## src/hdl/lprc_pkg.sv

```systemverilog
// Shared types, codes and the CRC-32 byte update for the record validator.
package lprc_pkg;

  localparam int unsigned DataW  = 8;
  localparam int unsigned WordW  = 32;
  localparam int unsigned CodeW  = 3;
  localparam int unsigned CfgIdxW = 2;

  localparam logic [WordW-1:0] CrcPoly = 32'hEDB8_8320;
  localparam logic [WordW-1:0] CrcInit = 32'hFFFF_FFFF;

  // Configuration register indexes.
  localparam logic [CfgIdxW-1:0] CFG_PAYLOAD_SIZE     = 2'd0;
  localparam logic [CfgIdxW-1:0] CFG_EXPECTED_RECORDS = 2'd1;
  localparam logic [CfgIdxW-1:0] CFG_EXPECTED_CRC     = 2'd2;

  typedef enum logic [CodeW-1:0] {
    ERR_OK         = 3'd0,
    ERR_ZERO_LEN   = 3'd1,
    ERR_TOO_LONG   = 3'd2,
    ERR_OVERRUN    = 3'd3,
    ERR_EARLY_END  = 3'd4,
    ERR_COUNT      = 3'd5,
    ERR_CRC        = 3'd6,
    ERR_TRAILING   = 3'd7
  } err_code_e;

  // Reflected CRC-32 update by one byte, unrolled over its eight bits.
  function automatic logic [WordW-1:0] lprc_crc_byte(input logic [WordW-1:0] crc,
                                                     input logic [DataW-1:0] data);
    logic [WordW-1:0] c;
    c = crc ^ {{(WordW-DataW){1'b0}}, data};
    for (int k = 0; k < DataW; k++) begin
      c = (c >> 1) ^ (CrcPoly & {WordW{c[0]}});
    end
    return c;
  endfunction

  // Checks made once the payload is complete: count, then CRC, then file end.
  function automatic err_code_e lprc_final_code(input logic [WordW-1:0] records,
                                                input logic [WordW-1:0] exp_records,
                                                input logic [WordW-1:0] crc,
                                                input logic [WordW-1:0] exp_crc,
                                                input logic           ends_here);
    err_code_e code;
    if (records != exp_records) begin
      code = ERR_COUNT;
    end else if (~crc != exp_crc) begin
      code = ERR_CRC;
    end else if (!ends_here) begin
      code = ERR_TRAILING;
    end else begin
      code = ERR_OK;
    end
    return code;
  endfunction

endpackage

```

## src/hdl/lprc_if.sv

```systemverilog
// Valid/ready stream interfaces for payload words in and verdict words out.
interface lprc_in_if
  import lprc_pkg::*;
  ();
  logic             valid;
  logic             ready;
  logic [DataW-1:0] data_byte;
  logic             first_of_file;
  logic             end_of_file;

  modport source (output valid, output data_byte, output first_of_file,
                  output end_of_file, input ready);
  modport sink   (input valid, input data_byte, input first_of_file,
                  input end_of_file, output ready);
endinterface

interface lprc_out_if
  import lprc_pkg::*;
  ();
  logic             valid;
  logic             ready;
  logic             valid_res;
  logic [CodeW-1:0] error_code;
  logic [WordW-1:0] records_seen;
  logic [WordW-1:0] crc_seen;

  modport source (output valid, output valid_res, output error_code,
                  output records_seen, output crc_seen, input ready);
  modport sink   (input valid, input valid_res, input error_code,
                  input records_seen, input crc_seen, output ready);
endinterface

```

## src/hdl/length_prefixed_record_crc_validator.sv

```systemverilog
// A word held in the input register passes its verdict to the result register once that
// register is free or being emptied. One word per cycle while the output is not stalled,
// with one byte-wide CRC-32 step and the counters between the input and result registers.
// The input register refills while a finished verdict waits in the output register.
// Reset (asynchronous, active low) clears the record state and restores the
// configuration registers to payload size 1, one record and CRC zero.
module length_prefixed_record_crc_validator
  import lprc_pkg::*;
#(
  parameter int unsigned WORD_LIMIT = 64
) (
  input  logic               clk_i,
  input  logic               rst_ni,
  input  logic               cfg_we_i,
  input  logic [CfgIdxW-1:0] cfg_idx_i,
  input  logic [WordW-1:0]   cfg_data_i,
  lprc_in_if.sink            in_ch,
  lprc_out_if.source         out_ch
);

  // A record's content length always stays below WORD_LIMIT, so the
  // remaining-content counter only needs this many bits.
  localparam int unsigned CntW = (WORD_LIMIT > 2) ? $clog2(WORD_LIMIT) : 1;

  // Record phase codes. The unused code behaves like done.
  localparam logic [1:0] PH_DONE    = 2'd0;
  localparam logic [1:0] PH_LEN     = 2'd1;
  localparam logic [1:0] PH_CONTENT = 2'd2;

  // Configuration registers.
  logic [WordW-1:0] payload_size_q, expected_records_q, expected_crc_q;

  // Input register.
  logic             in_valid_q, in_valid_d;
  logic [DataW-1:0] in_byte_q;
  logic             in_first_q, in_eof_q;

  // Record state.
  logic [1:0]       phase_q, phase_d;
  logic [CntW-1:0]  cnt_q, cnt_d;
  logic [WordW-1:0] bytes_q, bytes_d;
  logic [WordW-1:0] rec_q, rec_d;
  logic [WordW-1:0] crc_q, crc_d;

  // Output register.
  logic             out_valid_q, out_valid_d;
  logic             out_ok_q;
  logic [CodeW-1:0] out_code_q;
  logic [WordW-1:0] out_rec_q, out_crc_q;

  logic             in_take;
  logic             advance;
  logic             res_fire;
  err_code_e        res_code;

  // Working copies of the state after an optional first-of-file clear.
  logic [1:0]       ph;
  logic [CntW-1:0]  cl;
  logic [WordW-1:0] bc, rc, crc;
  logic [WordW-1:0] crc_next;
  logic             too_long;
  logic             overrun;

  // The held word moves on whenever the output register is free or is being
  // emptied this cycle, even if this word gives no verdict.
  assign advance      = in_valid_q && (!out_valid_q || out_ch.ready);
  assign in_ch.ready  = !in_valid_q || advance;
  assign in_take      = in_ch.valid && in_ch.ready;

  always_comb begin
    in_valid_d = in_valid_q;
    if (in_take) begin
      in_valid_d = 1'b1;
    end else if (advance) begin
      in_valid_d = 1'b0;
    end
  end

  // Per-word evaluation: one CRC byte step, one 33-bit add and compare for the
  // overrun check, and the completion compares.
  always_comb begin
    ph  = phase_q;
    cl  = cnt_q;
    bc  = bytes_q;
    rc  = rec_q;
    crc = crc_q;
    if (in_first_q) begin
      ph  = PH_LEN;
      cl  = '0;
      bc  = '0;
      rc  = '0;
      crc = CrcInit;
    end

    crc_next = lprc_crc_byte(crc, in_byte_q);
    too_long = {1'b0, in_byte_q} >= 9'(WORD_LIMIT);
    overrun  = ({1'b0, bc} + 33'd1 + {25'd0, in_byte_q}) > {1'b0, payload_size_q};

    phase_d  = ph;
    cnt_d    = cl;
    bytes_d  = bc;
    rec_d    = rc;
    crc_d    = crc;
    res_fire = 1'b0;
    res_code = ERR_OK;

    case (ph)
      PH_LEN: begin
        if (bc >= payload_size_q) begin
          // Payload already complete: this length byte is one too many.
          res_fire = 1'b1;
          res_code = lprc_final_code(rc, expected_records_q, crc, expected_crc_q, 1'b0);
        end else if (in_byte_q == '0) begin
          res_fire = 1'b1;
          res_code = ERR_ZERO_LEN;
        end else if (too_long) begin
          res_fire = 1'b1;
          res_code = ERR_TOO_LONG;
        end else if (overrun) begin
          res_fire = 1'b1;
          res_code = ERR_OVERRUN;
        end else begin
          crc_d   = crc_next;
          bytes_d = bc + 32'd1;
          cnt_d   = in_byte_q[CntW-1:0];
          phase_d = PH_CONTENT;
          if (in_eof_q) begin
            res_fire = 1'b1;
            res_code = ERR_EARLY_END;
          end
        end
      end
      PH_CONTENT: begin
        crc_d   = crc_next;
        bytes_d = bc + 32'd1;
        cnt_d   = cl - CntW'(1);
        if (cnt_d == '0) begin
          rec_d   = rc + 32'd1;
          phase_d = PH_LEN;
        end
        if (cnt_d == '0 && bytes_d >= payload_size_q) begin
          res_fire = 1'b1;
          res_code = lprc_final_code(rec_d, expected_records_q, crc_d, expected_crc_q,
                                     in_eof_q);
        end else if (in_eof_q) begin
          res_fire = 1'b1;
          res_code = ERR_EARLY_END;
        end
      end
      default: begin
        // Done: bytes are dropped until the next first mark.
      end
    endcase

    if (res_fire) begin
      phase_d = PH_DONE;
    end
  end

  always_comb begin
    out_valid_d = out_valid_q;
    if (advance && res_fire) begin
      out_valid_d = 1'b1;
    end else if (out_ch.ready) begin
      out_valid_d = 1'b0;
    end
  end

  // Control state.
  always_ff @(posedge clk_i or negedge rst_ni) begin
    if (!rst_ni) begin
      in_valid_q         <= 1'b0;
      out_valid_q        <= 1'b0;
      phase_q            <= PH_DONE;
      cnt_q              <= '0;
      bytes_q            <= '0;
      rec_q              <= '0;
      crc_q              <= CrcInit;
      payload_size_q     <= 32'd1;
      expected_records_q <= 32'd1;
      expected_crc_q     <= '0;
    end else begin
      in_valid_q  <= in_valid_d;
      out_valid_q <= out_valid_d;
      if (advance) begin
        phase_q <= phase_d;
        cnt_q   <= cnt_d;
        bytes_q <= bytes_d;
        rec_q   <= rec_d;
        crc_q   <= crc_d;
      end
      if (cfg_we_i) begin
        case (cfg_idx_i)
          CFG_PAYLOAD_SIZE:     payload_size_q     <= cfg_data_i;
          CFG_EXPECTED_RECORDS: expected_records_q <= cfg_data_i;
          CFG_EXPECTED_CRC:     expected_crc_q     <= cfg_data_i;
          default: begin
          end
        endcase
      end
    end
  end

  // Payload registers.
  always_ff @(posedge clk_i) begin
    if (in_take) begin
      in_byte_q  <= in_ch.data_byte;
      in_first_q <= in_ch.first_of_file;
      in_eof_q   <= in_ch.end_of_file;
    end
    if (advance && res_fire) begin
      out_ok_q   <= (res_code == ERR_OK);
      out_code_q <= res_code;
      out_rec_q  <= rec_d;
      out_crc_q  <= ~crc_d;
    end
  end

  assign out_ch.valid        = out_valid_q;
  assign out_ch.valid_res    = out_ok_q;
  assign out_ch.error_code   = out_code_q;
  assign out_ch.records_seen = out_rec_q;
  assign out_ch.crc_seen     = out_crc_q;

  // The input side only stalls behind a held word that waits on a full output.
  a_stall_cause: assert property (@(posedge clk_i) disable iff (!rst_ni)
    !in_ch.ready |-> (in_valid_q && out_valid_q && !out_ch.ready))
    else $error("input stalled without a blocked output");

  // Every verdict closes the file.
  a_verdict_done: assert property (@(posedge clk_i) disable iff (!rst_ni)
    (advance && res_fire) |=> (phase_q == PH_DONE && out_valid_q))
    else $error("verdict did not close the file");

  // Content phase always has content left to take.
  a_content_left: assert property (@(posedge clk_i) disable iff (!rst_ni)
    (phase_q == PH_CONTENT) |-> (cnt_q != '0))
    else $error("content phase with no content left");

  // The pass flag and the error code agree.
  a_pass_code: assert property (@(posedge clk_i) disable iff (!rst_ni)
    out_valid_q |-> (out_ok_q == (out_code_q == ERR_OK)))
    else $error("pass flag disagrees with error code");

endmodule

```

## src/flat_wrapper.sv

```systemverilog
// flat-port wrapper written by rule: the top's interface ports become plain ports
module length_prefixed_record_crc_validator_flat import lprc_pkg::*;
#(
  parameter int unsigned WORD_LIMIT = 64
)
  (clk_i, rst_ni, cfg_we_i, cfg_idx_i, cfg_data_i, in_ch_valid, in_ch_data_byte, in_ch_first_of_file, in_ch_end_of_file, in_ch_ready, out_ch_valid, out_ch_valid_res, out_ch_error_code, out_ch_records_seen, out_ch_crc_seen, out_ch_ready);
  lprc_in_if in_ch_i ();
  lprc_out_if out_ch_i ();
  input  logic clk_i;
  input  logic rst_ni;
  input  logic cfg_we_i;
  input  logic [CfgIdxW-1:0] cfg_idx_i;
  input  logic [WordW-1:0] cfg_data_i;
  input wire logic [$bits(in_ch_i.valid)-1:0] in_ch_valid;
  input wire logic [$bits(in_ch_i.data_byte)-1:0] in_ch_data_byte;
  input wire logic [$bits(in_ch_i.first_of_file)-1:0] in_ch_first_of_file;
  input wire logic [$bits(in_ch_i.end_of_file)-1:0] in_ch_end_of_file;
  output wire logic [$bits(in_ch_i.ready)-1:0] in_ch_ready;
  output wire logic [$bits(out_ch_i.valid)-1:0] out_ch_valid;
  output wire logic [$bits(out_ch_i.valid_res)-1:0] out_ch_valid_res;
  output wire logic [$bits(out_ch_i.error_code)-1:0] out_ch_error_code;
  output wire logic [$bits(out_ch_i.records_seen)-1:0] out_ch_records_seen;
  output wire logic [$bits(out_ch_i.crc_seen)-1:0] out_ch_crc_seen;
  input wire logic [$bits(out_ch_i.ready)-1:0] out_ch_ready;
  assign in_ch_i.valid = in_ch_valid;
  assign in_ch_i.data_byte = in_ch_data_byte;
  assign in_ch_i.first_of_file = in_ch_first_of_file;
  assign in_ch_i.end_of_file = in_ch_end_of_file;
  assign in_ch_ready = in_ch_i.ready;
  assign out_ch_valid = out_ch_i.valid;
  assign out_ch_valid_res = out_ch_i.valid_res;
  assign out_ch_error_code = out_ch_i.error_code;
  assign out_ch_records_seen = out_ch_i.records_seen;
  assign out_ch_crc_seen = out_ch_i.crc_seen;
  assign out_ch_i.ready = out_ch_ready;
  length_prefixed_record_crc_validator #(.WORD_LIMIT(WORD_LIMIT)) u_core (.clk_i(clk_i), .rst_ni(rst_ni), .cfg_we_i(cfg_we_i), .cfg_idx_i(cfg_idx_i), .cfg_data_i(cfg_data_i), .in_ch(in_ch_i), .out_ch(out_ch_i));
endmodule
```

## config.mk

```make
export PLATFORM = sky130hd
export DESIGN_NAME = length_prefixed_record_crc_validator_flat
export DESIGN_NICKNAME = d
export VERILOG_FILES = /design/src/hdl/lprc_pkg.sv /design/src/hdl/lprc_if.sv /design/src/hdl/length_prefixed_record_crc_validator.sv /design/src/flat_wrapper.sv
export SDC_FILE = /design/constraint.sdc
export NUM_CORES = 1
export LEC_CHECK = 0
export BUFFER_PORTS_ARGS = -buffer_cell sky130_fd_sc_hd__buf_2
export CORE_MARGIN = 4
export CORE_UTILIZATION = 50
export DETAILED_ROUTE_END_ITERATION = 12
export PLACE_DENSITY = 0.67
export SYNTH_ARGS = -nofsm -noshare
export SYNTH_HDL_FRONTEND = slang
export SYNTH_SLANG_ARGS = --single-unit
export TNS_END_PERCENT = 1
```

## constraint.sdc

```tcl
create_clock -name clk_i -period 8.35 [get_ports clk_i]
set_input_delay 0.835 -clock clk_i [delete_from_list [all_inputs] [get_ports clk_i]]
set_output_delay 0.835 -clock clk_i [all_outputs]
set_load 0.01 [all_outputs]
```

==> metrics.cfg, run 1 <==
[status]
run_status = completed

[power]
power.total_mw = 6.84
ir_worst_vdd_mv = 0.155
power.density_nw_per_um2 = 294
leakagePower_nw = 9.74

[worst_hold_path]
hp-class = in -> async

[layout]
multi_input_area_um2 = 12900
syn_to_final_growth_pct = 9.31
fillers = 3850
drive_gt1_share_pct = 15.4
ff_latch_area_um2 = 7440
final_nets = 2547

[die]
initial_core_util_pct = 50.6
top_level_ports = 119
rows = 75
design.die.area_um2 = 45900
die_w_um = 214
core_um2 = 42000
die_y_um = 214

[logic_synthesis]
netlist_top_cells_count = nand2_1, xnor2_1, nor2_1, dfrtp_1, o21ai_0
synthTopCellsByArea = dfrtp_1, edfxtp_1, xnor2_1, ha_1, nand2_1
netlist.area_leader.share_pct = 19.8
ys_seq_area_share_pct = 35.0
synth_edf_count = 78
syn_avg_cell_area_um2 = 9.02
synth.most_common_cell = nand2_1
synth_flop_cell = dfrtp_1
yosysTopAreaCell = dfrtp_1
async_flop_share_pct = 72.1
synth_area_um2 = 21300
ys_ff_latch = 280
yosysUniqueCellTypes = 108
yosysWarnings = 0
syn_inst = 2361
syn_nets = 2513

[cts]
cts_tree = done
clk_latency_ns = 0.58
path_clk_slew_ns = 0.06
htree_levels = 2
cts_buffer_depth = 3
cts.sinks = 280
ctsHoldBuffers = 0
cts.repair.resized = 0
numCtsBuffers = 34
cts_setup_buffers = 0
root_buffer = clkbuf_16

[sta]
tns_ns = 0
period_share_pct = 87.4
rsz0062_at_grt = no
finalSetupViolCount = 0
skew_ns = 0.0303
fin_crit_ns = 7.29
tightest_slew_ns = 1.11
hold_viol = 0
max_freq_mhz = 137
drv_slew = 0
slew_headroom_pct = 25.5

[routing]
routedWlPerCell_um = 25.6
drc = 0
vias = 18778
post_drt_via_cell_ratio = 6.34
first_iter_violations = 2269
wl_um = 75700
first_pass_iters = 6
ant_nets = 0

[setup_path]
rr_worst_depth = 23
slowest_delay_ns = 0.64
crit_type = reg -> reg
reg2reg_from = u_core.in_first_q
r2r_end = u_core.bytes_q[31]
required_ns = 8.80
end_kind = flip-flop
start_kind = flip-flop
ff2ff_setup_slack_ns = 1.06
arrival_ns = 7.75
crit_slowest_cell = edfxtp_1
worst-path-max-fanout = 22
path_cells = buf_4 -> nor2b_1 -> o22ai_1 -> a21o_1 -> maj3_1 -> o21ai_0 -> maj3_1 -> a21oi_1 -> o21bai_1 -> buf_4 -> nand3_1 -> xnor2_1 -> ha_1 -> nand4_1 -> nor4_1 -> and2_1 -> nand3_1 -> o211ai_1 -> nand4_1 -> or3_1 -> a21oi_2 -> o21ai_1 -> a22o_1

[grt]
antenna_found_initial = 3
grt_first_pass_wirelength_um = 114000
grt_pass1_vias = 18028
grt.total_usage_pct = 31.9
grt_max_degree = 74
overflow = 0

[placement]
globalplace.congestion = 1.01
dp_hpwl_um = 56400
io_buffers = 118

[flow_run]
maxCapViolations = 0

## layout make-up
type / instances / share of cell area [%]
Multi-Input combinational cell: 1850 / 55.3
Sequential cell: 280 / 32.0
Clock buffer: 55 / 4.44
Timing Repair Buffer: 153 / 3.76
Tap cell: 539 / 2.90
Inverter: 76 / 1.23
Clock inverter: 7 / 0.355
Antenna cell: 1 / 0.0108
## metal layers
layer  routed length [µm]  share of wire, %  global-route usage [%]
met5                   13             0.017                       0
met1                31300                41                    43.1
met2                33500                44                    49.6
met3                 6460               8.5                    6.23
met4                 4440               5.9                    15.5
## critical path: cells and delay by family, from the launching register on
family                   cells  cell delay [ns]
flip-flops                   1             0.64
adder cells (fa/ha/maj)      3             0.91
AND/OR/NAND/NOR              8             2.47
XOR/XNOR                     1             0.15
buffers and inverters        2             0.55
AO/OA/AOI/OAI                9             2.45
## stage by stage
stage	setup WS, ns	instance area [µm²]	hold slack, ns	cells	util (%)
after CTS	1.22	23300	0.290	2960	55.3
after global routing	0.611	23300	0.304	2960	55.3
after global placement	1.37	22100	0.453	2898	52.7
final	1.06	23300	0.273	2961	55.3
after floorplan	0.707	21300	0.445	2361	-
after detailed placement	1.24	22100	0.475	2898	52.7
## registers in the layout, summed over array words and instances (netlist names)
| register | flops |
|---|---|
| u_core.expected_records_q | 32 |
| u_core.expected_crc_q | 32 |
| u_core.bytes_q | 32 |
| u_core.out_ch.records_seen | 32 |
| u_core.cnt_q | 6 |
| u_core.crc_q | 32 |
| u_core.in_first_q | 1 |
| u_core.out_ch.error_code | 3 |
| u_core.in_valid_q | 1 |
| u_core.out_ch.crc_seen | 32 |
| u_core.out_ch.valid_res | 1 |
| u_core.phase_q | 2 |
| u_core.in_eof_q | 1 |
| u_core.in_byte_q | 8 |
| u_core.rec_q | 32 |
| u_core.out_ch.valid | 1 |
| u_core.payload_size_q | 32 |
## power breakdown
group	leakage, nW	internal, mW	switching, mW
combinational	5.96	1.24	1.86
clock	0.546	0.884	0.635
sequential	3.23	1.81	0.408
total	9.74	3.94	2.91
## cell usage in the layout (no fill, tap or decap), drive strengths merged, types with 9 or more instances in the layout
cell	Yosys	routed
or3	14	14
clkbuf	91	56
nand3b	9	9
nor3	64	64
xnor3	16	16
a22o	26	26
inv	74	76
a2bb2oi	9	9
xnor2	215	215
ha	102	102
nor2b	56	56
nor4	28	28
nand4	45	45
xor2	71	71
edfxtp	78	78
a222oi	12	12
and2	14	14
nand3	47	47
dfrtp	168	168
nand2	292	292
o21ai	156	156
a21oi	74	74
mux2i	24	24
mux2	78	78
buf	64	152
a21o	39	39
o211ai	12	12
a211oi	16	16
dfstp	34	34
or2	10	10
nor2	197	197
nand2b	16	16
a31oi	35	35
o31ai	13	13
and3	14	14
o22ai	20	20
o32ai	10	10
a22oi	9	9
## cell families (layout without fill, tap and decap cells)
group / count (synthesis) / in the layout / synth area share [%]
XOR/XNOR: 304 / 304 / 13.8
buffers and inverters: 231 / 291 / 4.71
other: 0 / 1 / 0
multiplexers: 102 / 102 / 5.26
flip-flops: 280 / 280 / 35.0
AO/OA/AOI/OAI: 496 / 496 / 15.6
adder cells (fa/ha/maj): 105 / 105 / 6.18
AND/OR/NAND/NOR: 843 / 843 / 19.5
## worst max path at each step
stage	startpoint	endpoint	slack (ns)	depth (start not counted)
final	u_core.in_first_q	u_core.bytes_q[31]	1.06	23
after global routing	u_core.in_first_q	u_core.bytes_q[24]	0.61	23
after CTS	u_core.in_first_q	u_core.bytes_q[30]	1.22	23
after detailed placement	u_core.in_first_q	u_core.bytes_q[30]	1.24	23
after global placement	u_core.in_byte_q[0]	u_core.bytes_q[28]	1.37	22
after floorplan	u_core.in_first_q	u_core.out_ch.crc_seen[0]	0.71	32
(Power assumes the default switching activity.)
==> run 2, diff against run 1 <==
--- a/config.mk
+++ b/config.mk
@@ -7,9 +7,8 @@
 export LEC_CHECK = 0
 export BUFFER_PORTS_ARGS = -buffer_cell sky130_fd_sc_hd__buf_2
 export CORE_MARGIN = 4
-export CORE_UTILIZATION = 50
+export CORE_UTILIZATION = 45
 export DETAILED_ROUTE_END_ITERATION = 12
-export PLACE_DENSITY = 0.67
 export SYNTH_ARGS = -nofsm -noshare
 export SYNTH_HDL_FRONTEND = slang
 export SYNTH_SLANG_ARGS = --single-unit
==> run 2 against run 1 <==
  * Global-route usage is 2.2 points lower
  * Die area is 11% higher
  * Setup slack worse by 0.54 ns
  * Clock power is 8% higher
  * Critical path depth stayed put
  * Sequential share of layout area is 0.33 points lower
  * Final area is 1.0% higher
  * Critical path type unchanged
==> metrics.cfg, run 2 (synthesized netlist as in run 1, its figures left out) <==
[routing]
ant_nets = 0
first_iter_violations = 1752
drc = 0
routedWlPerCell_um = 25.4
first_pass_iters = 8
post_drt_via_cell_ratio = 6.17
wl_um = 77200
vias = 18745

[flow_run]
maxCapViolations = 0

[cts]
ctsHoldBuffers = 0
numCtsBuffers = 36
path_clk_slew_ns = 0.06
root_buffer = clkbuf_16
cts_buffer_depth = 3
cts.repair.resized = 0
cts_setup_buffers = 0
cts_tree = done
clk_latency_ns = 0.57
cts.sinks = 280
htree_levels = 2

[sta]
hold_viol = 0
tns_ns = 0
skew_ns = 0.0218
slew_headroom_pct = 21.6
rsz0062_at_grt = no
finalSetupViolCount = 0
drv_slew = 0
max_freq_mhz = 128
fin_crit_ns = 7.83
setup_ws_ns = 0.520
period_share_pct = 93.8
tightest_slew_ns = 1.17
worst_hold_slack_ns = 0.277

[worst_hold_path]
hp-class = in -> async

[die]
rows = 79
core_um2 = 46700
die_w_um = 225
design.die.area_um2 = 50800
top_level_ports = 119
initial_core_util_pct = 45.6
die_y_um = 225

[placement]
io_buffers = 118
globalplace.congestion = 0.957
preCtsSetupSlack_ns = 0.745
dp_hpwl_um = 56900

[grt]
grt_first_pass_wirelength_um = 115000
grt.total_usage_pct = 29.7
grt_pass1_vias = 17949
overflow = 0
antenna_found_initial = 5
grt_max_degree = 97

[layout]
final_nets = 2552
drive_gt1_share_pct = 15.7
layout_commonest_cell = nand2_1
layout_common_cells = nand2_1, xnor2_1, nor2_1
syn_to_final_growth_pct = 10.4

[setup_path]
end_kind = flip-flop
crit_type = reg -> reg
rr_worst_depth = 23
crit_slowest_cell = o21bai_1
required_ns = 8.84
path_cells = nor2b_1 -> inv_1 -> ha_1 -> nor2b_1 -> o22ai_1 -> a21o_1 -> maj3_1 -> o21ai_0 -> maj3_1 -> a21oi_1 -> o21bai_1 -> nand3_1 -> xnor2_1 -> ha_1 -> nand4_1 -> nor4_1 -> o21ai_0 -> o21a_1 -> a31oi_1 -> or3_1 -> a21oi_2 -> o21ai_1 -> a22o_1
slowest_delay_ns = 0.92
arrival_ns = 8.32
worst-path-max-fanout = 20
start_kind = flip-flop
ff2ff_setup_slack_ns = 0.52
r2r_end = u_core.bytes_q[18]
reg2reg_from = u_core.in_first_q

[power]
power.density_nw_per_um2 = 296
ir_worst_vdd_mv = 0.135
leakagePower_nw = 9.80

[status]
run_status = completed

-- run 2: worst max-delay path by stage --
| stage | start | endpoint | cells after the start |
|---|---|---|---|
| floorplan | u_core.in_first_q | u_core.out_ch.crc_seen[0] | 32 |
| finish | u_core.in_first_q | u_core.bytes_q[18] | 23 |
| detailed placement | u_core.in_first_q | u_core.bytes_q[18] | 24 |
| CTS | u_core.in_first_q | u_core.bytes_q[20] | 24 |
| global placement | u_core.in_first_q | u_core.bytes_q[29] | 24 |
| global route | u_core.in_first_q | u_core.bytes_q[18] | 24 |
-- run 2: layout make-up --
cell class	instances	area, µm²
Sequential cell	280	7440
Antenna cell	1	2.50
Clock buffer	49	1010
Timing Repair Buffer	156	911
Inverter	76	285
Multi-Input combinational cell	1850	12900
Fill cell	4418	23100
Clock inverter	17	223
Tap cell	607	759
-- run 2: worst max-delay path: cells and delay by family, from the launching register on --
kind	cells	cell delay (ns)
simple gates	6	2.14
buf+inv	1	0.15
flops	1	0.47
xor+xnor	1	0.19
fa+ha+maj	4	1.16
compound gates	11	3.63
-- run 2: where the power goes --
group	leakage (nW)	switching, mW	internal [mW]
registers	3.23	0.390	1.81
clock network	0.592	0.660	0.980
logic	5.98	1.87	1.24
-- run 2: layer usage --
metal	vias to the layer above	share of wire (%)	track usage [%]
met2	901	44	46.4
met3	195	8.4	5.37
met1	9123	42	41.1
li1	8524	-	-
met5	-	0.017	0
met4	2	4.7	11.9
-- run 2: per-stage QoR --
stage | util [%] | total power [mW] | instances | area, µm²
floorplan | - | 4.29 | 2361 | 21300
global placement | 47.7 | 5.22 | 2969 | 22300
detailed placement | 47.7 | 5.27 | 2969 | 22300
CTS | 50.4 | 6.93 | 3035 | 23500
global route | 50.4 | 7.29 | 3035 | 23500
finish | 50.4 | 6.95 | 3036 | 23500
==> run 3, diff against run 2 <==
--- a/config.mk
+++ b/config.mk
@@ -7,7 +7,7 @@
 export LEC_CHECK = 0
 export BUFFER_PORTS_ARGS = -buffer_cell sky130_fd_sc_hd__buf_2
 export CORE_MARGIN = 4
-export CORE_UTILIZATION = 45
+export CORE_UTILIZATION = 40
 export DETAILED_ROUTE_END_ITERATION = 12
 export SYNTH_ARGS = -nofsm -noshare
 export SYNTH_HDL_FRONTEND = slang
==> run 3 against run 2 <==
  * Worst hold slack got worse by 0.072 ns
  * Global-route usage fell by 2.8 points
  * Utilization fell by 5.6 points
  * Critical endpoint is now u_core.out_ch.crc_seen[29]
  * Largest power group unchanged
  * Highest routed layer is now met4
==> metrics.cfg, run 3 (synthesized netlist as in run 1, its figures left out) <==
[cts]
cts_setup_buffers = 0
cts.sinks = 280
cts_buffer_depth = 3
path_clk_slew_ns = 0.06
clk_latency_ns = 0.58
cts_tree = done
cts.repair.resized = 0
ctsHoldBuffers = 0
htree_levels = 2
numCtsBuffers = 36
root_buffer = clkbuf_16

[die]
design.die.area_um2 = 57000
core_um2 = 52700
rows = 84
top_level_ports = 119
die_y_um = 239
die_w_um = 239
initial_core_util_pct = 40.4

[setup_path]
path_cells = buf_4 -> nand2b_1 -> nor4_1 -> and3_1 -> nor2b_1 -> and2_1 -> nand4_1 -> nor2_1 -> xor2_1 -> ha_1 -> nand4_1 -> nor4_1 -> nand3_1 -> a21oi_1 -> o31a_1 -> a211oi_1 -> o22ai_1 -> nand2_1 -> inv_2 -> buf_4
end_kind = flip-flop
crit_type = reg -> reg
crit_buf_inv = 3
arrival_ns = 7.41
worst-path-max-fanout = 39
slowest_delay_ns = 0.89
crit_slowest_cell = nor4_1
start_kind = flip-flop
path_delay_family = simple AND/OR/NAND/NOR gates
required_ns = 8.56

[layout]
n_antenna_cell = 0
drive_gt1_share_pct = 15.6
final_nets = 2547
fillers = 5141
multi_input_area_um2 = 12900
layout_common_cells = nand2_1, xnor2_1, nor2_1
syn_to_final_growth_pct = 10.7
layout_commonest_cell = nand2_1
ff_latch_area_um2 = 7440
layoutNonFillerInstCount = 3111

[placement]
dp_cells = 3045
dp_hpwl_um = 57100
io_buffers = 118
globalplace.congestion = 0.966

[power]
leakagePower_nw = 9.78
ir_worst_vdd_mv = 0.163
power.density_nw_per_um2 = 297

[grt]
grt.total_usage_pct = 26.9
overflow = 0
grt_max_degree = 112
antenna_found_initial = 1
grt_pass1_vias = 17957
grt_first_pass_wirelength_um = 117000

[sta]
tightest_slew_ns = 1.08
period_share_pct = 86.3
drv_slew = 0
max_freq_mhz = 139
finalSetupViolCount = 0
tns_ns = 0
hold_viol = 0
rsz0062_at_grt = no
slew_headroom_pct = 28.2
fin_crit_ns = 7.21
skew_ns = 0.0292

[routing]
wl_um = 78500
drc = 0
ant_nets = 0
first_pass_iters = 8
post_drt_via_cell_ratio = 6.05
first_iter_violations = 1918
routedWlPerCell_um = 25.2
vias = 18834

[flow_run]
maxCapViolations = 0

[status]
run_status = completed

[worst_hold_path]
hp-class = in -> async

-- run 3: cell count changes in the layout (fill, tap and decap cells not counted), sizes merged --
cell,delta
buf,-5
clkbuf,-3
clkinv,-2
clkinvlp,+2
diode,-1
inv,+3
-- run 3: final timing paths --
kind,cells past startpoint,slack (ns),endpoint,start
max in group asynchronous,2,6.69,u_core.cnt_q[3],rst_ni
max reg2reg,20,1.14,u_core.out_ch.crc_seen[29],u_core.in_first_q
min reg2reg,2,0.47,u_core.crc_q[26],u_core.crc_q[26]
min in group clk_i,1,0.45,u_core.in_byte_q[3],in_ch_data_byte[3]
max,20,1.14,u_core.out_ch.crc_seen[29],u_core.in_first_q
min,1,0.21,u_core.payload_size_q[4],rst_ni
-- run 3: final cells by class --
class                      instances  share of cell area [%]
inverter                          76                    1.21
multi-input combinational       1850                    54.6
clock buffer                      46                    4.19
sequential                       280                    31.6
timing repair buffer             151                    3.70
tap                              688                    3.65
clock inverter                    20                    1.06
-- run 3: power breakdown --
part / switching, mW / internal (mW)
Combinational: 1.90 / 1.24
Sequential: 0.397 / 1.81
Clock: 0.671 / 0.974
Total: 2.97 / 4.02
-- run 3: metrics by stage --
step | power (mW) | cell area, µm² | hold slack [ns] | setup WS, ns | util, %
after global placement | 5.25 | 22300 | 0.458 | 1.40 | 42.4
after floorplan | 4.29 | 21300 | 0.445 | 0.707 | -
after CTS | 6.97 | 23600 | 0.249 | 1.23 | 44.8
after global routing | 7.34 | 23600 | 0.257 | 0.514 | 44.8
after detailed placement | 5.29 | 22300 | 0.464 | 1.26 | 42.4
final | 6.99 | 23600 | 0.205 | 1.14 | 44.8
-- run 3: metal layers --
| layer | vias to the layer above | track usage, % | share of wire, % |
|---|---|---|---|
| li1 | 8502 | - | - |
| met1 | 9296 | 37.7 | 43 |
| met2 | 866 | 41.6 | 44 |
| met3 | 170 | 4.43 | 8.2 |
| met4 | 0 | 10.9 | 4.6 |
| met5 | - | 0 | 0 |
